===== src/design/b64d_pkg.sv =====
// b64d_pkg: shared types, constants and decode functions of the base64 stream decoder.
// Depends on nothing; every design file imports it.
package b64d_pkg;

   // Alphabet boundaries and special characters
   localparam logic [7:0] CHAR_UPPER_A = 8'h41;  // 'A'
   localparam logic [7:0] CHAR_UPPER_Z = 8'h5a;  // 'Z'
   localparam logic [7:0] CHAR_LOWER_A = 8'h61;  // 'a'
   localparam logic [7:0] CHAR_LOWER_Z = 8'h7a;  // 'z'
   localparam logic [7:0] CHAR_DIGIT_0 = 8'h30;  // '0'
   localparam logic [7:0] CHAR_DIGIT_9 = 8'h39;  // '9'
   localparam logic [7:0] CHAR_PLUS    = 8'h2b;  // '+'
   localparam logic [7:0] CHAR_SLASH   = 8'h2f;  // '/'
   localparam logic [7:0] CHAR_PAD     = 8'h3d;  // '=', stops like any non-alphabet char

   localparam logic [5:0] SEXTET_LOWER_BASE = 6'd26;
   localparam logic [5:0] SEXTET_DIGIT_BASE = 6'd52;
   localparam logic [5:0] SEXTET_PLUS       = 6'd62;
   localparam logic [5:0] SEXTET_SLASH      = 6'd63;

   localparam logic [5:0] SEXTET_HI_MASK  = 6'h30;
   localparam logic [5:0] SEXTET_MID_MASK = 6'h3c;

   localparam logic [31:0] COUNT_MAX = 32'hffff_ffff;

   typedef struct packed {
      logic [7:0] in_char;
      logic       end_of_message;
   } req_type;

   typedef struct packed {
      logic [7:0]  out_byte;
      logic        byte_valid;
      logic        message_done;
      logic [31:0] byte_count;
   } rsp_type;

   // Work item from the front end to the back end: up to three bytes, then
   // optionally the closing result of the message.
   typedef struct packed {
      logic [7:0] data0;
      logic [7:0] data1;
      logic [7:0] data2;
      logic [1:0] nbytes;
      logic       done;
   } cmd_type;

   typedef struct packed {
      logic       ok;
      logic [5:0] value;
   } sextet_type;

   typedef struct packed {
      logic [7:0] b0;
      logic [7:0] b1;
      logic [7:0] b2;
   } group_type;

   function automatic sextet_type sextet_of(logic [7:0] c);
      sextet_type s;
      s.ok    = 1'b1;
      s.value = 6'd0;
      if (c >= CHAR_UPPER_A && c <= CHAR_UPPER_Z) begin
         s.value = 6'(c - CHAR_UPPER_A);
      end else if (c >= CHAR_LOWER_A && c <= CHAR_LOWER_Z) begin
         s.value = 6'(c - CHAR_LOWER_A) + SEXTET_LOWER_BASE;
      end else if (c >= CHAR_DIGIT_0 && c <= CHAR_DIGIT_9) begin
         s.value = 6'(c - CHAR_DIGIT_0) + SEXTET_DIGIT_BASE;
      end else if (c == CHAR_PLUS) begin
         s.value = SEXTET_PLUS;
      end else if (c == CHAR_SLASH) begin
         s.value = SEXTET_SLASH;
      end else begin
         s.ok = 1'b0;
      end
      return s;
   endfunction

   function automatic group_type group_of(logic [5:0] s0, logic [5:0] s1,
                                          logic [5:0] s2, logic [5:0] s3);
      group_type g;
      g.b0 = {s0, 2'((s1 & SEXTET_HI_MASK) >> 4)};
      g.b1 = {s1[3:0], 4'((s2 & SEXTET_MID_MASK) >> 2)};
      g.b2 = {s2[1:0], s3};
      return g;
   endfunction

endpackage


===== src/design/b64d_front.sv =====
// b64d_front: accepts characters, collects sextets and turns each transaction into a
// work item for the back end. Depends on b64d_pkg.
module b64d_front
   import b64d_pkg::*;
(
   input  logic    clock,
   input  logic    reset,
   input  logic    req_valid,
   output logic    req_ready,
   input  req_type req_data,
   input  logic    q_full,
   output logic    q_push,
   output cmd_type q_cmd
);

   logic [5:0] s0_ff, s1_ff, s2_ff;
   logic [5:0] s0_in, s1_in, s2_in;
   logic [1:0] cnt_ff, cnt_in;
   logic       stopped_ff, stopped_in;
   logic       accept;
   sextet_type sx;
   group_type  grp;
   logic [1:0] nbytes;

   assign req_ready = !q_full;
   assign accept    = req_valid && req_ready;

   always_comb begin
      sx         = sextet_of(req_data.in_char);
      grp        = '0;
      nbytes     = 2'd0;
      s0_in      = s0_ff;
      s1_in      = s1_ff;
      s2_in      = s2_ff;
      cnt_in     = cnt_ff;
      stopped_in = stopped_ff;
      if (!stopped_ff) begin
         if (!sx.ok) begin
            // stop: partial group of k sextets gives k-1 bytes
            grp        = group_of(s0_ff, s1_ff, s2_ff, 6'd0);
            nbytes     = (cnt_ff > 2'd1) ? 2'(cnt_ff - 2'd1) : 2'd0;
            s0_in      = 6'd0;
            s1_in      = 6'd0;
            s2_in      = 6'd0;
            cnt_in     = 2'd0;
            stopped_in = 1'b1;
         end else if (cnt_ff == 2'd3) begin
            grp    = group_of(s0_ff, s1_ff, s2_ff, sx.value);
            nbytes = 2'd3;
            s0_in  = 6'd0;
            s1_in  = 6'd0;
            s2_in  = 6'd0;
            cnt_in = 2'd0;
         end else begin
            case (cnt_ff)
               2'd0:    s0_in = sx.value;
               2'd1:    s1_in = sx.value;
               default: s2_in = sx.value;
            endcase
            cnt_in = 2'(cnt_ff + 2'd1);
            if (req_data.end_of_message) begin
               // flush at end of message: k+1 sextets give k bytes
               grp    = group_of(s0_in, s1_in, s2_in, 6'd0);
               nbytes = cnt_ff;
            end
         end
      end
      if (req_data.end_of_message) begin
         s0_in      = 6'd0;
         s1_in      = 6'd0;
         s2_in      = 6'd0;
         cnt_in     = 2'd0;
         stopped_in = 1'b0;
      end
   end

   always_comb begin
      q_cmd.data0  = grp.b0;
      q_cmd.data1  = grp.b1;
      q_cmd.data2  = grp.b2;
      q_cmd.nbytes = nbytes;
      q_cmd.done   = req_data.end_of_message;
      q_push       = accept && (nbytes != 2'd0 || req_data.end_of_message);
   end

   always_ff @(posedge clock) begin
      if (reset) begin
         s0_ff      <= 6'd0;
         s1_ff      <= 6'd0;
         s2_ff      <= 6'd0;
         cnt_ff     <= 2'd0;
         stopped_ff <= 1'b0;
      end else if (accept) begin
         s0_ff      <= s0_in;
         s1_ff      <= s1_in;
         s2_ff      <= s2_in;
         cnt_ff     <= cnt_in;
         stopped_ff <= stopped_in;
      end
   end

endmodule


===== src/design/b64d_fifo.sv =====
// b64d_fifo: short queue of work items between the front and back ends.
// Depends on b64d_pkg for the work item type.
module b64d_fifo
   import b64d_pkg::*;
#(
   parameter int DEPTH = 4
) (
   input  logic    clock,
   input  logic    reset,
   input  logic    push,
   input  cmd_type push_data,
   input  logic    pop,
   output cmd_type head,
   output logic    empty,
   output logic    full
);

   localparam int AW = (DEPTH > 1) ? $clog2(DEPTH) : 1;
   localparam int CW = $clog2(DEPTH + 1);

   cmd_type        mem_ff [DEPTH];
   logic [AW-1:0]  wr_ptr_ff, wr_ptr_in;
   logic [AW-1:0]  rd_ptr_ff, rd_ptr_in;
   logic [CW-1:0]  cnt_ff, cnt_in;
   logic           do_push, do_pop;

   assign empty   = (cnt_ff == CW'(0));
   assign full    = (cnt_ff == CW'(DEPTH));
   assign head    = mem_ff[rd_ptr_ff];
   assign do_push = push && !full;
   assign do_pop  = pop && !empty;

   always_comb begin
      wr_ptr_in = wr_ptr_ff;
      rd_ptr_in = rd_ptr_ff;
      cnt_in    = cnt_ff;
      if (do_push) begin
         wr_ptr_in = (wr_ptr_ff == AW'(DEPTH - 1)) ? AW'(0) : AW'(wr_ptr_ff + AW'(1));
      end
      if (do_pop) begin
         rd_ptr_in = (rd_ptr_ff == AW'(DEPTH - 1)) ? AW'(0) : AW'(rd_ptr_ff + AW'(1));
      end
      if (do_push && !do_pop) begin
         cnt_in = CW'(cnt_ff + CW'(1));
      end else if (do_pop && !do_push) begin
         cnt_in = CW'(cnt_ff - CW'(1));
      end
   end

   always_ff @(posedge clock) begin
      if (reset) begin
         wr_ptr_ff <= '0;
         rd_ptr_ff <= '0;
         cnt_ff    <= '0;
      end else begin
         wr_ptr_ff <= wr_ptr_in;
         rd_ptr_ff <= rd_ptr_in;
         cnt_ff    <= cnt_in;
      end
   end

   always_ff @(posedge clock) begin
      if (do_push) begin
         mem_ff[wr_ptr_ff] <= push_data;
      end
   end

endmodule


===== src/design/b64d_back.sv =====
// b64d_back: drains work items into the result register, one result per cycle
// if rsp_ready allows; keeps the per-message byte count. Depends on b64d_pkg.
module b64d_back
   import b64d_pkg::*;
(
   input  logic    clock,
   input  logic    reset,
   input  cmd_type head,
   input  logic    head_valid,
   output logic    pop,
   output logic    rsp_valid,
   input  logic    rsp_ready,
   output rsp_type rsp_data
);

   logic [1:0]  idx_ff, idx_in;
   logic [31:0] count_ff, count_in;
   logic        rsp_valid_ff, rsp_valid_in;
   rsp_type     rsp_data_ff, rsp_data_in;
   logic        load, issue, is_byte, last;
   logic [7:0]  sel_byte;

   assign load  = !rsp_valid_ff || rsp_ready;
   assign issue = load && head_valid;

   always_comb begin
      case (idx_ff)
         2'd0:    sel_byte = head.data0;
         2'd1:    sel_byte = head.data1;
         default: sel_byte = head.data2;
      endcase
      is_byte = (idx_ff < head.nbytes);
      last    = is_byte ? ((2'(idx_ff + 2'd1) == head.nbytes) && !head.done) : 1'b1;
   end

   always_comb begin
      idx_in       = idx_ff;
      count_in     = count_ff;
      rsp_data_in  = rsp_data_ff;
      rsp_valid_in = load ? head_valid : rsp_valid_ff;
      if (issue) begin
         idx_in = last ? 2'd0 : 2'(idx_ff + 2'd1);
         if (is_byte) begin
            rsp_data_in.out_byte     = sel_byte;
            rsp_data_in.byte_valid   = 1'b1;
            rsp_data_in.message_done = 1'b0;
            rsp_data_in.byte_count   = 32'd0;
            count_in = (count_ff == COUNT_MAX) ? count_ff : count_ff + 32'd1;
         end else begin
            rsp_data_in.out_byte     = 8'd0;
            rsp_data_in.byte_valid   = 1'b0;
            rsp_data_in.message_done = 1'b1;
            rsp_data_in.byte_count   = count_ff;
            count_in = 32'd0;
         end
      end
   end

   assign pop       = issue && last;
   assign rsp_valid = rsp_valid_ff;
   assign rsp_data  = rsp_data_ff;

   always_ff @(posedge clock) begin
      if (reset) begin
         idx_ff       <= 2'd0;
         count_ff     <= 32'd0;
         rsp_valid_ff <= 1'b0;
      end else begin
         idx_ff       <= idx_in;
         count_ff     <= count_in;
         rsp_valid_ff <= rsp_valid_in;
      end
   end

   always_ff @(posedge clock) begin
      rsp_data_ff <= rsp_data_in;
   end

endmodule


===== src/design/base64_stream_decoder.sv =====
// base64_stream_decoder: top level of the streaming base64 decoder.
// Depends on b64d_pkg, b64d_front, b64d_fifo and b64d_back.
//
// Usage:
//  - req channel: one character per transaction (req_data.in_char) with an
//    end_of_message flag on the last character of a message.
//  - rsp channel: decoded bytes (byte_valid=1), and after the last character of
//    each message one closing result (message_done=1) carrying the byte count.
//  - Decoding stops at '=' or any non-alphabet char; a partial group of k
//    sextets then yields k-1 bytes and later chars are dropped until end of message.
//  - Path: a character's work item is written into the work queue, then loaded
//    from the queue head into the result register that drives rsp_data.
//  - Throughput: one character per cycle in while the work queue has room; the
//    back end emits one result per cycle unless rsp_ready holds it. A character
//    gives 1 to 4 results, and a character with no result never reaches the back
//    end. The QUEUE_DEPTH-entry work queue absorbs bursts.
//  - Stalls: with rsp_ready low the result register holds; the front keeps
//    taking characters until the work queue fills, then drops req_ready.
//  - Reset: synchronous, active high; empties the queue, the result register,
//    the sextet buffer and the byte count. No clearing pass is needed.
module base64_stream_decoder
   import b64d_pkg::*;
#(
   parameter int QUEUE_DEPTH = 4
) (
   input  logic    clock,
   input  logic    reset,
   input  logic    req_valid,
   output logic    req_ready,
   input  req_type req_data,
   output logic    rsp_valid,
   input  logic    rsp_ready,
   output rsp_type rsp_data
);

   cmd_type q_cmd, q_head;
   logic    q_push, q_pop, q_empty, q_full;

   // Front end: classify characters, build work items
   b64d_front u_front (
      .clock     (clock),
      .reset     (reset),
      .req_valid (req_valid),
      .req_ready (req_ready),
      .req_data  (req_data),
      .q_full    (q_full),
      .q_push    (q_push),
      .q_cmd     (q_cmd)
   );

   // Queue decouples character intake from result delivery
   b64d_fifo #(
      .DEPTH (QUEUE_DEPTH)
   ) u_fifo (
      .clock     (clock),
      .reset     (reset),
      .push      (q_push),
      .push_data (q_cmd),
      .pop       (q_pop),
      .head      (q_head),
      .empty     (q_empty),
      .full      (q_full)
   );

   // Back end: serialize bytes and closing results
   b64d_back u_back (
      .clock      (clock),
      .reset      (reset),
      .head       (q_head),
      .head_valid (!q_empty),
      .pop        (q_pop),
      .rsp_valid  (rsp_valid),
      .rsp_ready  (rsp_ready),
      .rsp_data   (rsp_data)
   );

   // Result register is empty right after reset
   a_reset_clears_rsp : assert property (@(posedge clock) reset |=> !rsp_valid)
      else $error("rsp_valid set after reset");

   // A result is either a byte or a closing transaction, never both
   a_rsp_kind : assert property (@(posedge clock) disable iff (reset)
      rsp_valid |-> (rsp_data.byte_valid != rsp_data.message_done))
      else $error("result kind flags inconsistent");

   // Byte results carry no count, closing results carry no byte
   a_rsp_zero_fields : assert property (@(posedge clock) disable iff (reset)
      rsp_valid |-> (rsp_data.byte_valid ? (rsp_data.byte_count == 32'd0)
                                         : (rsp_data.out_byte == 8'd0)))
      else $error("unused result field not zero");

   // Front never pushes into a full queue
   a_no_overflow : assert property (@(posedge clock) disable iff (reset)
      q_push |-> !q_full)
      else $error("work queue overflow");

   // Back end only pops an entry that is present
   a_no_underflow : assert property (@(posedge clock) disable iff (reset)
      q_pop |-> !q_empty)
      else $error("work queue underflow");

endmodule


===== config.mk =====
export PLATFORM = sky130hd
export DESIGN_NAME = base64_stream_decoder
export DESIGN_NICKNAME = d
export VERILOG_FILES = /design/src/design/b64d_pkg.sv /design/src/design/b64d_front.sv /design/src/design/b64d_fifo.sv /design/src/design/b64d_back.sv /design/src/design/base64_stream_decoder.sv
export SDC_FILE = /design/constraint.sdc
export NUM_CORES = 1
export LEC_CHECK = 0
export BUFFER_PORTS_ARGS = -buffer_cell sky130_fd_sc_hd__buf_4
export CORE_AREA = 2 2 130 132
export CTS_BUF_LIST = sky130_fd_sc_hd__clkbuf_2 sky130_fd_sc_hd__clkbuf_4 sky130_fd_sc_hd__clkbuf_8
export DETAILED_ROUTE_END_ITERATION = 6
export DIE_AREA = 0 0 132 134
export PLACE_DENSITY = 0.77
export SYNTH_ARGS = -nofsm -noshare
export SYNTH_HDL_FRONTEND = slang
export SYNTH_SLANG_ARGS = --single-unit
export TNS_END_PERCENT = 100

===== constraint.sdc =====
create_clock -name clock -period 6.29 [get_ports clock]
set_clock_uncertainty 0.1 [all_clocks]
set_input_delay 1.258 -clock clock [delete_from_list [all_inputs] [get_ports clock]]
set_output_delay 1.258 -clock clock [all_outputs]
set_load 0.02 [all_outputs]

# Yosys cells after proc, flatten, opt, wreduce, memory -nomap -nowiden
# Memories as Yosys holds them, arrays and structs flattened. A register that Yosys moved wholly into a read port is not among the register bits.
# Index checks and enable logic that the tools add are counted.
[op_classes]
n_addsub = 13
order_cmp = 8
n_eq_ne = 12
n_mux = 55
reduce_logical = 28
[ops]
columns = ["cell", "n"]
rows = [
  ["2-to-1 mux 6 bit", 20],
  ["2-to-1 mux 24 bit", 4],
  ["2-to-1 mux 32 bit", 2],
  ["2-to-1 mux 34 bit", 1],
  ["adder 32 x 1 -> 32 bit (second input constant)", 1],
  ["== test 32 bit (second input constant)", 1],
  ["2-to-1 mux 2 bit", 14],
  ["== test 8 x 6 -> 1 bit (second input constant)", 2],
  ["greater-or-equal comparator 8 x 7 -> 1 bit (second input constant)", 2],
  ["less-or-equal comparator 8 x 7 -> 1 bit (second input constant)", 2],
  ["case mux 8 bit (2 select lines)", 1],
  ["logical AND 1 bit", 12],
  ["subtractor 6 bit (second input constant)", 2],
  ["2-to-1 mux 1 bit", 11],
  ["adder 2 x 1 -> 2 bit (second input constant)", 4],
  ["greater-or-equal comparator 8 x 6 -> 1 bit (second input constant)", 1],
  ["less-or-equal comparator 8 x 6 -> 1 bit (second input constant)", 1],
  ["adder 6 x 5 -> 6 bit (second input constant)", 1],
  ["adder 6 bit (second input constant)", 1],
  ["== test 2 bit (second input constant)", 3],
  ["zero test 1 bit", 6],
  ["2-to-1 mux 3 bit", 2],
  ["subtractor 6 x 1 -> 6 bit (second input constant)", 1],
  ["== test 2 x 1 -> 1 bit (second input constant)", 2],
  ["other kinds (14)", 19],
]
[word_totals]
regBits = 105
mem_bits_rw = 108
out_inout_bits = 44
word_cells = 132
n_memories = 1
[memory_table]
columns = ["name", "words", "width", "rd", "rd_clocked_by_memory_dff", "wr", "line", "rtl"]
rows = [
  ["u_fifo.mem_ff", 4, 27, 1, 1, 1, "b64d_fifo.sv:21", "cmd_type mem_ff [DEPTH];"],
]

# Longest topological paths before layout
# Gate-level depths: netlist of the first run.
[depth]
depth_word = 16
ltp_mapped = 15

# Cells and area by module
# A second synthesis of the first run with hierarchy kept.
[unflattened]
hier_cells = 813
area_unflattened_um2 = 10214.8
[modules_own_cells]
columns = ["mod", "instances", "cells_per_inst", "area_per_inst_um2", "seq_area_each_um2"]
rows = [
  ["b64d_fifo", 1, 191, 4399.2, 3423.3],
  ["b64d_back", 1, 379, 3839.9, 1961.9],
  ["b64d_front", 1, 242, 1971.9, 420.4],
  ["base64_stream_decoder", 1, 1, 3.8, 0.0],
]

# Worst setup path before layout of the first run
# OpenSTA, ideal clock, no wires.
[synth_path]
path_kind = "input-to-reg"
start = "input port req_data[3] in the netlist's numbering"
end = "register u_fifo.cnt_ff[2]"
setup_ns = 0.071
t_arrival_ns = 4.103
slack_ns = 2.016
path_stages = 15
n_path_buf = 1
cell_sequence = "buf_4 > inv_1 > ha_1 > a21o_1 > o211ai_1 > o211ai_4 > mux2_2 > o211a_1 > nand2_1 > ha_1 > inv_1 > fa_1 > xor2_1 > or3_1 > a21oi_1"
[synth_via]
elab_chain_len = 15
[synth_lines]
columns = ["item", "line", "rtl"]
rows = [
  ["start, declared", "base64_stream_decoder.sv:30", "input req_type req_data,"],
  ["parallel branches: the longest is 5 deep, another holds greater-or-equal comparator 8 x 6 -> 1 bit", "n/a", ""],
  ["2-to-1 mux 1 bit *", "b64d_pkg.sv:63", "if (c >= CHAR_UPPER_A && c <= CHAR_UPPER_Z) begin"],
  ["2-to-1 mux 2 bit *", "b64d_front.sv:38", "if (!sx.ok) begin"],
  ["2-to-1 mux 2 bit *", "b64d_front.sv:37", "if (!stopped_ff) begin"],
  ["nonzero test 2 bit *", "b64d_front.sv:83", "q_push = accept && (nbytes != 2'd0 || req_data.end_of_message);"],
  ["logical OR 1 bit *", "b64d_front.sv:83", ""],
  ["logical AND 1 bit *", "b64d_front.sv:83", ""],
  ["logical AND 1 bit *", "b64d_fifo.sv:30", "assign do_push = push && !full;"],
  ["named net u_fifo.do_push", "b64d_fifo.sv:25", "logic do_push, do_pop;"],
  ["zero test 1 bit", "b64d_fifo.sv:45", "end else if (do_pop && !do_push) begin"],
  ["logical AND 1 bit", "b64d_fifo.sv:45", ""],
  ["nonzero test 2 bit (no source line)", "n/a", ""],
  ["end signal, assigned", "b64d_fifo.sv:58", "cnt_ff <= cnt_in;"],
  ["end, declared", "b64d_fifo.sv:24", "logic [CW-1:0] cnt_ff, cnt_in;"],
]
# Mark *: on every way through the listed nets, which the timed path passes.
# A chain may end at the register's enable or synchronous reset.

==> results.txt, run 1 <==
----------------------------------------------------
[Clock tree]
  CTS-repair resized insts ... 0
  Clk root buf ... sky130_fd_sc_hd__clkbuf_8
  Maximum buffer depth of the clock tree ... 3
  Clock transition at the register clock pins on the worst setup and hold paths after CTS ... 60 ps
  CTS tree ... built
  Total clock buffers created by CTS ... 31
  Number of hold buffers added after CTS ... 0
  H-Tree Level Count ... 1
  Count of clock tree sinks ... 215
  Total setup buffers inserted after CTS ... 0
  Clock latency at the later pin of the worst-skew pair ... 540 ps

[Route]
  First-pass DRT Iterations ... 5
  Per-cell via count in the routed design ... 5.85
  Via count ... 6176
  DRT antenna net count ... 0
  Total wirelength of the detailed-routed design ... 19.5 mm
  WL per Instance ... 18.5 um
  DRC errors left ... 0
  DRC violation total after the first TritonRoute iteration ... 520

[Min path]
  Number of cells on the worst hold path ... 2
  Terminating pin of the worst hold path ... u_front.s2_ff[1]
  Startpoint of the worst hold path ... u_front.s2_ff[1]
  Type of the tightest min-delay check ... flop to flop

[Pwr]
  Power share of the sequential group ... 46.8%
  Share of total power consumed by net switching ... 31.0%
  Net switching power figure ... 1.22 mW
  Combinational power share ... 26.9%
  Leakage ... 3.77 nW
  Power density over cell area ... 366 nW/um^2
  Clock power share ... 26.3%
  Internal Power ... 2.72 mW
  Maximum resistive drop on vdd ... 0.000195 V

[STA]
  Worst Max-Slew Pin Slew ... 992 ps
  Normalized max-slew margin ... 33.9%
  Final setup violation count ... 0
  Unrepaired setup endpoints after global routing ... no
  Fraction of the cycle the final worst path needs ... 68.0%
  Setup total negative slack ... 0 ps
  Final slew viol count ... 0
  Period minus WS final ... 4280 ps
  Max Fclk ... 234 MHz
  Final Hold Fails ... 0

[Logic synthesis]
  Primary flip-flop cell chosen by synthesis mapping ... sky130_fd_sc_hd__edfxtp_1
  Proportion of synthesized chip area in sequential cells ... 60.9%
  Synth warn ... 0
  Yosys reg bits ... 215
  Post-synthesis net count ... 785
  Average cell area after synthesis ... 12.8 um^2
  Async set or reset register ratio after synthesis ... 0%
  Syn Std Cell Area ... 9540 um^2
  Post-synth EDFFs ... 150
  Gate Count Post-Synth ... 746
  Yosys cell types ... 73

[Critical path]
  Data arrival at the endpoint of the critical path ... 4630 ps
  Family of cells with the greatest summed delay on the critical path ... buffers and inverters
  Reg-to-reg slack, setup ... 2010 ps
  Worst setup path class ... flop to flop
  Count of buffering cells on the critical path with inverters included ... 5
  Cells along the critical path ... buf_4 > mux4_2 > inv_1 > ha_1 > nor2b_1 > or2_2 > inv_2 > a21oi_4 > inv_1 > ha_1 > inv_1 > fa_1 > xor2_1 > or3_1 > a21oi_1
  Delay of the slowest cell on the worst path ... 600 ps
  Master of the slowest instance on the critical path ... sky130_fd_sc_hd__mux4_2
  Critical path fanouts, max ... 39
  Critical Path Source Type ... flop
  Worst reg-to-reg path cell count ... 15
  Dominant cell type by count on the critical path ... sky130_fd_sc_hd__inv_1
  Reg2reg end ... u_fifo.cnt_ff[2]
  Data required, critical path ... 6640 ps
  Type of destination of the critical path ... flop

[Placement]
  Post-detailed-placement cell area ... 10200 um^2
  Post-placement cell count ... 1000
  Weighted congestion at the end of routability-driven global placement ... 0.877
  Count of port buffers added during placement ... 56
  DPL Wire Length ... 13.3 mm

[Global routing]
  Number of global-route vias before repair ... 6307
  Wire length of the first global-routing pass ... 31.3 mm
  Grt peak-use layer ... met2
  Gr usage total ... 22.0%
  GRT met2 Usage ... 38.8%
  M1 GR Usage ... 28.8%
  Pin count of the biggest net entering global routing ... 47
  Total gr overflow ... 0
  Antenna violations before repair ... 0
  Routing usage on met3 ... 2.83%

[Status]
  Status ... completed

[Finish]
  Fraction of layout instances using a drive strength above 1 ... 19.3%
  Storage cell area ... 5810 um^2
  Area of combinational cells with multiple inputs ... 3500 um^2
  Post-layout net count ... 852
  Layout Utilization ... 65.9%
  Most common cell after layout, fill and taps aside ... sky130_fd_sc_hd__edfxtp_1
  Non-filler cells in the finished layout ... 1056
  Layout Area Growth over Synthesis ... 12.6%
  Post-route cell area ... 10700 um^2
  Antenna diode count ... 0
  Top library cells by usage in the layout, fill and taps aside ... 150 x sky130_fd_sc_hd__edfxtp_1, 75 x sky130_fd_sc_hd__nor2_1, 65 x sky130_fd_sc_hd__dfxtp_1
  Layout fillers ... 1171

[Floorplanning]
  Core footprint ... 16300 um^2
  Total number of placement rows ... 47
  Die span in y ... 134 um
  I/O Pins ... 57
  Die extent in x ... 132 um
  Total die area ... 17700 um^2
  Starting utilization of the core area ... 58.5%

[Flow run]
  Count of max-cap constraint violations ... 0

----------------------------------------------------
worst register-to-register path, stage by stage (launching register included):
cell and delay (ps):
sky130_fd_sc_hd__dfxtp_1 310, sky130_fd_sc_hd__buf_4 440, sky130_fd_sc_hd__mux4_2 600, sky130_fd_sc_hd__inv_1 70, sky130_fd_sc_hd__ha_1 220, sky130_fd_sc_hd__nor2b_1 140
sky130_fd_sc_hd__or2_2 540, sky130_fd_sc_hd__inv_2 320, sky130_fd_sc_hd__a21oi_4 110, sky130_fd_sc_hd__inv_1 100, sky130_fd_sc_hd__ha_1 190, sky130_fd_sc_hd__inv_1 60
sky130_fd_sc_hd__fa_1 370, sky130_fd_sc_hd__xor2_1 180, sky130_fd_sc_hd__or3_1 310, sky130_fd_sc_hd__a21oi_1 160
how the worst max path moves through the flow:
stage / from / to / depth (start not counted)
global placement: req_data[3] / u_fifo.cnt_ff[2] / 15
global route: flop / u_fifo.cnt_ff[2] / 15
detailed placement: req_data[3] / u_fifo.cnt_ff[2] / 15
CTS: flop / u_fifo.cnt_ff[2] / 15
floorplan: req_data[3] / u_fifo.cnt_ff[2] / 15
finish: flop / u_fifo.cnt_ff[2] / 15
area by class of cell:
type                            count  share of cell area, %
Clock inverter                     10                  0.431
Sequential cell                   215                   54.0
Multi-Input combinational cell    475                   32.5
Clock buffer                       46                   5.08
Tap cell                          220                   2.56
Inverter                           27                  0.943
Timing Repair Buffer               63                   4.40
cells by family after synthesis:
| logic type | after synthesis | share of synthesized area [%] |
|---|---|---|
| and+or+nand+nor | 259 | 13.6 |
| DFF | 215 | 60.9 |
| AOI/OAI and AO/OA | 124 | 9.37 |
| buffers and inverters | 56 | 2.47 |
| xor gates and xnor gates | 34 | 3.12 |
| muxes | 32 | 7.03 |
| adders and majority gates | 26 | 3.49 |
per-stage QoR:
stage               total power [mW]  hold WS, ps  setup WS (ps)
global placement                2.91          338           1770
floorplan                       2.55          325           2020
detailed placement              2.94          345           1630
finish                          3.94          358           2010
global route                    4.11          377           1710
CTS                             3.96          355           1950
cells in the mapped netlist (all sizes together), types with 9 or more instances:
cell type / count / area [um^2]
o21ai: 30 / 154
nor2b: 9 / 56.3
nor2: 75 / 282
mux4: 27 / 619
edfxtp: 150 / 4500
nand2: 58 / 218
inv: 26 / 97.6
a21oi: 29 / 164
clkbuf: 18 / 68.8
xor2: 19 / 166
a2bb2oi: 10 / 87.6
buf: 11 / 65.1
xnor2: 15 / 131
nand4: 12 / 75.1
and2: 34 / 213
dfxtp: 65 / 1300
nand3: 31 / 155
ha: 25 / 313
and3: 12 / 80.1
sequential cells by signal, indices dropped and copies added, names as in the netlist, named ones only:
| register | flops |
|---|---|
| u_back.rsp_valid | 1 |
| u_back.count_ff | 32 |
| u_back.idx_ff | 2 |
| u_fifo.cnt_ff | 3 |
| u_fifo.mem_ff | 108 |
| u_front.s1_ff | 6 |
| u_front.stopped_ff | 1 |
| u_fifo.rd_ptr_ff | 2 |
| u_back.rsp_data | 42 |
| u_front.s0_ff | 6 |
| u_fifo.wr_ptr_ff | 2 |
| u_front.s2_ff | 6 |
| u_front.cnt_ff | 2 |
power by group through the flow:
stage | logic [mW] | clock network (mW) | registers (mW)
final | 1.06 | 1.03 | 1.84
after global routing | 1.14 | 1.11 | 1.87
after global placement | 1.04 | 0 | 1.86
after CTS | 1.07 | 1.05 | 1.85
after detailed placement | 1.06 | 0 | 1.88
after floorplan | 0.502 | 0 | 2.05
metal layers:
metal	up-vias	wire, um
li1	2904	-
met1	3030	8120
met2	218	9950
met3	24	1120
met4	0	313
met5	-	0
No activity file was read; power rests on OpenSTA's default activity.
==> run 2: changes to the inputs <==
Settings changed: ABC_AREA from default to 1, CORE_AREA 2 2 130 132 to 2 2 139 141, DIE_AREA 0 0 132 134 to 0 0 141 143.
Clock period 6.29 ns to 3.8 ns, I/O delays scaled along.
==> run 2 against run 1 <==
  * Die area increased by 14%
  * Register-to-register slack worse by 1300 ps
  * First-iteration DRC count grew 34%
  * Sequential share of layout area shrank 5.0 points
  * Non-clock buffer count rose by 12
  * Largest cell class unchanged
  * Highest routed layer unchanged
==> results.txt, run 2 <==
----------------------------------------------------
[Critical path]
  Data arrival at the endpoint of the critical path ... 3480 ps
  Critical Path Source Type ... input port
  Critical path fanouts, max ... 11
  Type of destination of the critical path ... flop
  Worst setup path class ... input port to flop
  Data required, critical path ... 4130 ps

[STA]
  Normalized max-slew margin ... 50.4%
  Max Fclk ... 318 MHz
  Unrepaired setup endpoints after global routing ... no
  Final setup violation count ... 0
  Worst Max-Slew Pin Slew ... 742 ps
  Final hold slack ... 379 ps
  Period minus WS final ... 3140 ps
  Final Hold Fails ... 0
  Fraction of the cycle the final worst path needs ... 82.8%
  Final slew viol count ... 0
  Setup total negative slack ... 0 ps

[Finish]
  Top library cells by usage in the layout, fill and taps aside ... 195 x sky130_fd_sc_hd__nand2_1, 189 x sky130_fd_sc_hd__nor2_1, 150 x sky130_fd_sc_hd__edfxtp_1
  Max FFs per register ... 108
  Fraction of layout instances using a drive strength above 1 ... 15.5%
  Post-route cell area ... 11800 um^2
  Layout Area Growth over Synthesis ... 13.0%
  Largest register by flop count ... u_fifo.mem_ff
  Most common cell after layout, fill and taps aside ... sky130_fd_sc_hd__nand2_1
  Post-layout net count ... 1255
  Antenna diode count ... 0
  Layout fillers ... 1495

[Logic synthesis]
  Synth warn ... 0
  Average cell area after synthesis ... 9.10 um^2
  Yosys cell types ... 49
  Cell type with the highest aggregate area in the netlist ... sky130_fd_sc_hd__edfxtp_1
  Post-synthesis net count ... 1190
  Gate Count Post-Synth ... 1151
  Top-count cell post-synth ... sky130_fd_sc_hd__nand2_1
  Async set or reset register ratio after synthesis ... 0%
  Main area contributors after synthesis ... sky130_fd_sc_hd__edfxtp_1 43%, sky130_fd_sc_hd__dfxtp_1 12%, sky130_fd_sc_hd__nand2_1 7.0%
  Syn Std Cell Area ... 10500 um^2
  Post-synth EDFFs ... 150
  Yosys reg bits ... 215
  Proportion of synthesized chip area in sequential cells ... 55.4%
  Synth cell count leaders ... 195 x sky130_fd_sc_hd__nand2_1, 193 x sky130_fd_sc_hd__nor2_1, 150 x sky130_fd_sc_hd__edfxtp_1, 102 x sky130_fd_sc_hd__inv_1, 83 x sky130_fd_sc_hd__o21ai_0
  Primary flip-flop cell chosen by synthesis mapping ... sky130_fd_sc_hd__edfxtp_1
  Share of the synthesized area in the top cell type ... 43.0%

[Placement]
  Weighted congestion at the end of routability-driven global placement ... 0.879
  Count of port buffers added during placement ... 56
  Post-detailed-placement cell area ... 11100 um^2
  DPL Wire Length ... 15.8 mm

[Pwr]
  Power density over cell area ... 641 nW/um^2
  Maximum resistive drop on vdd ... 0.000299 V
  Leakage ... 4.55 nW

[Global routing]
  Grt peak-use layer ... met2
  Wire length of the first global-routing pass ... 38.6 mm
  M1 GR Usage ... 31.8%
  Pin count of the biggest net entering global routing ... 49
  Antenna violations before repair ... 0
  Number of global-route vias before repair ... 7776
  GRT met2 Usage ... 39.6%
  Routing usage on met3 ... 4.39%
  Total gr overflow ... 0
  Gr usage total ... 23.9%

[Clock tree]
  Clock transition at the register clock pins on the worst setup and hold paths after CTS ... 60 ps
  Maximum buffer depth of the clock tree ... 3
  Clk root buf ... sky130_fd_sc_hd__clkbuf_8
  Clock latency at the later pin of the worst-skew pair ... 530 ps
  Number of hold buffers added after CTS ... 0
  Total setup buffers inserted after CTS ... 0
  CTS-repair resized insts ... 0
  Count of clock tree sinks ... 215
  H-Tree Level Count ... 2
  CTS tree ... built
  Total clock buffers created by CTS ... 35

[Min path]
  Type of the tightest min-delay check ... flop to flop

[Floorplanning]
  Starting utilization of the core area ... 56.4%
  Die extent in x ... 141 um
  Total number of placement rows ... 50
  I/O Pins ... 57
  Die span in y ... 143 um
  Core footprint ... 18600 um^2
  Total die area ... 20200 um^2

[Route]
  DRC violation total after the first TritonRoute iteration ... 699
  Total wirelength of the detailed-routed design ... 23.8 mm
  First-pass DRT Iterations ... 7
  DRT antenna net count ... 0
  DRC errors left ... 0
  WL per Instance ... 16.1 um
  Via count ... 8314
  Per-cell via count in the routed design ... 5.63

[Status]
  Status ... completed

[Flow run]
  Count of max-cap constraint violations ... 0

----------------------------------------------------
run 2: changes by cell type after synthesis, sizes merged, moves of 19 or more:
cell	change
nor3	+19
nand4	+20
nand2	+143
nor2	+120
and2	-33
o22ai	+24
o21ai	+55
mux4	-27
inv	+83
a21oi	+54
nand3	+34
run 2: worst max-delay path, stage by stage:
cell and delay [ps]:
sky130_fd_sc_hd__buf_4 150, sky130_fd_sc_hd__inv_2 110, sky130_fd_sc_hd__ha_1 250, sky130_fd_sc_hd__nand2_1 90, sky130_fd_sc_hd__a21oi_1 140, sky130_fd_sc_hd__nand2_1 80, sky130_fd_sc_hd__nand3_2 180, sky130_fd_sc_hd__nand3_4 160
sky130_fd_sc_hd__nand2_1 90, sky130_fd_sc_hd__nand3_1 100, sky130_fd_sc_hd__nand3_2 140, sky130_fd_sc_hd__nand2_2 120, sky130_fd_sc_hd__inv_1 70, sky130_fd_sc_hd__ha_1 130, sky130_fd_sc_hd__inv_1 70, sky130_fd_sc_hd__fa_1 400
sky130_fd_sc_hd__nor2_1 120, sky130_fd_sc_hd__nor2_1 40, sky130_fd_sc_hd__nand2_1 70, sky130_fd_sc_hd__o21ai_0 70, sky130_fd_sc_hd__a21oi_1 120
run 2: worst paths after layout:
check                  endpoint              from  slack (ps)  cells past startpoint
max reg2reg  u_back.count_ff[8]              flop         740                     14
max            u_fifo.cnt_ff[2]       req_data[3]         660                     21
min reg2reg    u_front.s2_ff[0]  u_front.s2_ff[0]         380                      2
min            u_front.s2_ff[0]  u_front.s2_ff[0]         380                      2
run 2: logic make-up (layout without fill, tap and decap cells):
kind of cell	after synthesis	count (layout)	synth area share (%)
AO/OA/AOI/OAI	204	204	10.9
flip-flops	215	215	55.4
XOR/XNOR	16	16	1.34
buffers and inverters	157	248	6.38
adder cells (fa/ha/maj)	26	26	3.18
AND/OR/NAND/NOR	533	533	22.7
run 2: final cells by class:
type,instances,area [um^2],area share (%)
tap,234,293,2.47
sequential,215,5810,49.1
timing repair buffer,75,613,5.18
clock buffer,53,648,5.48
inverter,110,413,3.49
clock inverter,10,45.0,0.381
multi-input combinational,779,4020,33.9
run 2: metal layers:
| metal | wire (um) | part of all wire (%) | vias up |
|---|---|---|---|
| li1 | - | - | 4044 |
| met3 | 1840 | 7.7 | 47 |
| met2 | 11300 | 48 | 340 |
| met4 | 541 | 2.3 | 0 |
| met1 | 10100 | 42 | 3883 |
| met5 | 0 | 0 | - |
run 2: report_power, final:
group	switching, mW	internal (mW)	total [mW]
Sequential	0.119	2.97	3.09
Clock	0.890	1.09	1.98
Combinational	1.72	0.797	2.52
run 2: metrics by stage:
step,util [%],power [mW],setup WS [ps],instances
floorplan,-,4.83,151,1151
global placement,60.0,5.60,225,1413
detailed placement,60.0,5.66,143,1413
CTS,63.7,7.64,672,1476
global route,63.7,8.01,386,1476
finish,63.7,7.59,655,1476
==> run 3: changes to the inputs <==
Settings changed: CORE_AREA 2 2 139 141 to 2 2 136 138, DIE_AREA 0 0 141 143 to 0 0 138 140.
Clock period 3.8 ns to 3.1 ns, I/O delays scaled along.
==> run 3 against run 2 <==
  * Count of clock-buffer cells in the layout is 1 higher
  * Register-to-register slack worse by 510 ps
  * Total power is 26% higher
  * Critical path type is now flop to flop
  * Largest cell class unchanged
  * Combinational power is 23% higher
  * First-iteration DRC count is 22% lower
  * Sequential power is 23% higher
  * Largest power group unchanged
==> results.txt, run 3 (same netlist as run 2, synthesis figures left out) <==
----------------------------------------------------
[Status]
  Status ... completed

[Route]
  DRC errors left ... 0
  Total wirelength of the detailed-routed design ... 23.2 mm
  Per-cell via count in the routed design ... 5.56
  DRT antenna net count ... 0
  DRC violation total after the first TritonRoute iteration ... 542
  First-pass DRT Iterations ... 5
  WL per Instance ... 15.5 um
  Via count ... 8303

[Floorplanning]
  Total die area ... 19300 um^2
  Die span in y ... 140 um
  Starting utilization of the core area ... 58.9%
  Core footprint ... 17800 um^2
  I/O Pins ... 57
  Total number of placement rows ... 49
  Die extent in x ... 138 um

[Critical path]
  Critical path fanouts, max ... 8
  Reg2reg end ... u_fifo.cnt_ff[2]
  Dominant cell type by count on the critical path ... sky130_fd_sc_hd__nand2_1
  Family of cells with the greatest summed delay on the critical path ... adder cells
  Data required, critical path ... 3460 ps
  Critical Path Source Type ... flop
  Type of destination of the critical path ... flop
  Delay of the slowest cell on the worst path ... 460 ps
  Worst setup path class ... flop to flop
  Reg-to-reg slack, setup ... 230 ps
  Number of gates on the worst path with buffers counted ... 18
  Data arrival at the endpoint of the critical path ... 3230 ps
  Worst reg-to-reg path cell count ... 18
  Master of the slowest instance on the critical path ... sky130_fd_sc_hd__dfxtp_1
  Cells along the critical path ... clkinv_1 > nand2_1 > nand3_1 > nand2_1 > ha_1 > nand2_1 > nand2_1 > inv_1 > a21oi_2 > inv_1 > ha_1 > inv_1 > fa_1 > nor2_1 > nor2_1 > nand2_1 > o21ai_0 > a21oi_1
  Count of buffering cells on the critical path with inverters included ... 4

[Pwr]
  Maximum resistive drop on vdd ... 0.000675 V
  Power density over cell area ... 794 nW/um^2
  Share of total power consumed by net switching ... 35.6%
  Combinational power share ... 32.4%
  Leakage ... 4.67 nW
  Power share of the sequential group ... 39.6%
  Internal Power ... 6.16 mW
  Net switching power figure ... 3.41 mW
  Clock power share ... 28.0%
  Final Power ... 9.57 mW

[Clock tree]
  Count of clock tree sinks ... 215
  CTS tree ... built
  Clock latency at the later pin of the worst-skew pair ... 560 ps
  H-Tree Level Count ... 2
  Total setup buffers inserted after CTS ... 0
  Clk root buf ... sky130_fd_sc_hd__clkbuf_8
  Total clock buffers created by CTS ... 37
  Maximum buffer depth of the clock tree ... 3
  Number of hold buffers added after CTS ... 0
  CTS-repair resized insts ... 0
  Clock transition at the register clock pins on the worst setup and hold paths after CTS ... 60 ps

[Finish]
  Top library cells by usage in the layout, fill and taps aside ... 195 x sky130_fd_sc_hd__nand2_1, 189 x sky130_fd_sc_hd__nor2_1, 150 x sky130_fd_sc_hd__edfxtp_1
  Fraction of layout instances using a drive strength above 1 ... 17.0%
  Layout Area Growth over Synthesis ... 15.1%
  Antenna diode count ... 0
  Post-layout net count ... 1275
  Max FFs per register ... 108
  Largest register by flop count ... u_fifo.mem_ff
  Most common cell after layout, fill and taps aside ... sky130_fd_sc_hd__nand2_1

[Min path]
  Number of cells on the worst hold path ... 1
  Startpoint of the worst hold path ... req_data[0]
  Type of the tightest min-delay check ... input port to flop
  Terminating pin of the worst hold path ... u_fifo.mem_ff[3][0]

[Placement]
  DPL Wire Length ... 15.0 mm
  Weighted congestion at the end of routability-driven global placement ... 0.954
  Count of port buffers added during placement ... 56
  Pre-CTS setup slack ... -51.5 ps

[STA]
  Final setup violation count ... 0
  Unrepaired setup endpoints after global routing ... no
  Post-route setup slack ... 229 ps
  Period minus WS final ... 2870 ps
  Final Hold Fails ... 0
  Final slew viol count ... 0
  Fraction of the cycle the final worst path needs ... 92.6%
  Max Fclk ... 348 MHz
  Worst Max-Slew Pin Slew ... 726 ps
  Normalized max-slew margin ... 51.5%

[Global routing]
  Pin count of the biggest net entering global routing ... 49
  Antenna violations before repair ... 0
  Total gr overflow ... 0
  Number of global-route vias before repair ... 7865
  Gr usage total ... 23.7%
  Wire length of the first global-routing pass ... 37.4 mm

[Flow run]
  Count of max-cap constraint violations ... 0

----------------------------------------------------
-- run 3: changes by cell type in the layout (fill, tap and decap cells not counted), sizes merged --
cell,delta
clkinv,-1
clkbuf,+1
buf,+18
bufinv,+2
clkinvlp,+1
inv,+2
-- run 3: power groups by stage --
stage          Combinational (mW)  Clock [mW]  Sequential [mW]
6_report                     3.10        2.68             3.79
5_1_grt                      3.40        2.84             3.83
4_1_cts                      3.10        2.72             3.79
3_5_place_dp                 3.09           0             3.85
3_3_place_gp                 3.03           0             3.84
2_1_floorplan                1.75           0             4.18
-- run 3: worst max path at each step --
stage	slack, ps	start	endpoint
finish	230	flop	u_fifo.cnt_ff[2]
global route	30	flop	u_fifo.cnt_ff[2]
CTS	220	flop	u_fifo.cnt_ff[2]
detailed placement	-50	req_data[3]	u_fifo.cnt_ff[2]
global placement	20	req_data[3]	u_fifo.cnt_ff[2]
floorplan	-410	req_data[1]	u_fifo.mem_ff[0][0]
-- run 3: metal layers --
metal  part of all wire, %  vias to the layer above  track usage [%]  routed length [um]
met3                   7.1                       51             5.06                1640
met2                    49                      338             40.6               11500
met5                     0                        -                0                   0
met1                    41                     3834             29.5                9610
met4                   2.0                        0             9.24                 460
li1                      -                     4080                -                   -
-- run 3: per-stage QoR --
step | setup TNS, ps | instance area (um^2) | std cells | hold WS, ps | util (%)
final | 0 | 12100 | 1494 | 262 | 67.8
after floorplan | -44190 | 10500 | 1151 | 354 | -
after CTS | 0 | 12100 | 1494 | 245 | 67.8
after global routing | 0 | 12100 | 1494 | 247 | 67.8
after detailed placement | -51.5 | 11300 | 1426 | 369 | 63.4
after global placement | 0 | 11300 | 1426 | 362 | 63.4
-- run 3: area by class of cell --
class	instances	area, um^2
tap	229	287
clock inverter	14	138
clock buffer	54	643
fill	1414	5720
timing repair buffer	93	748
multi-input combinational	779	4020
sequential	215	5810
inverter	110	413
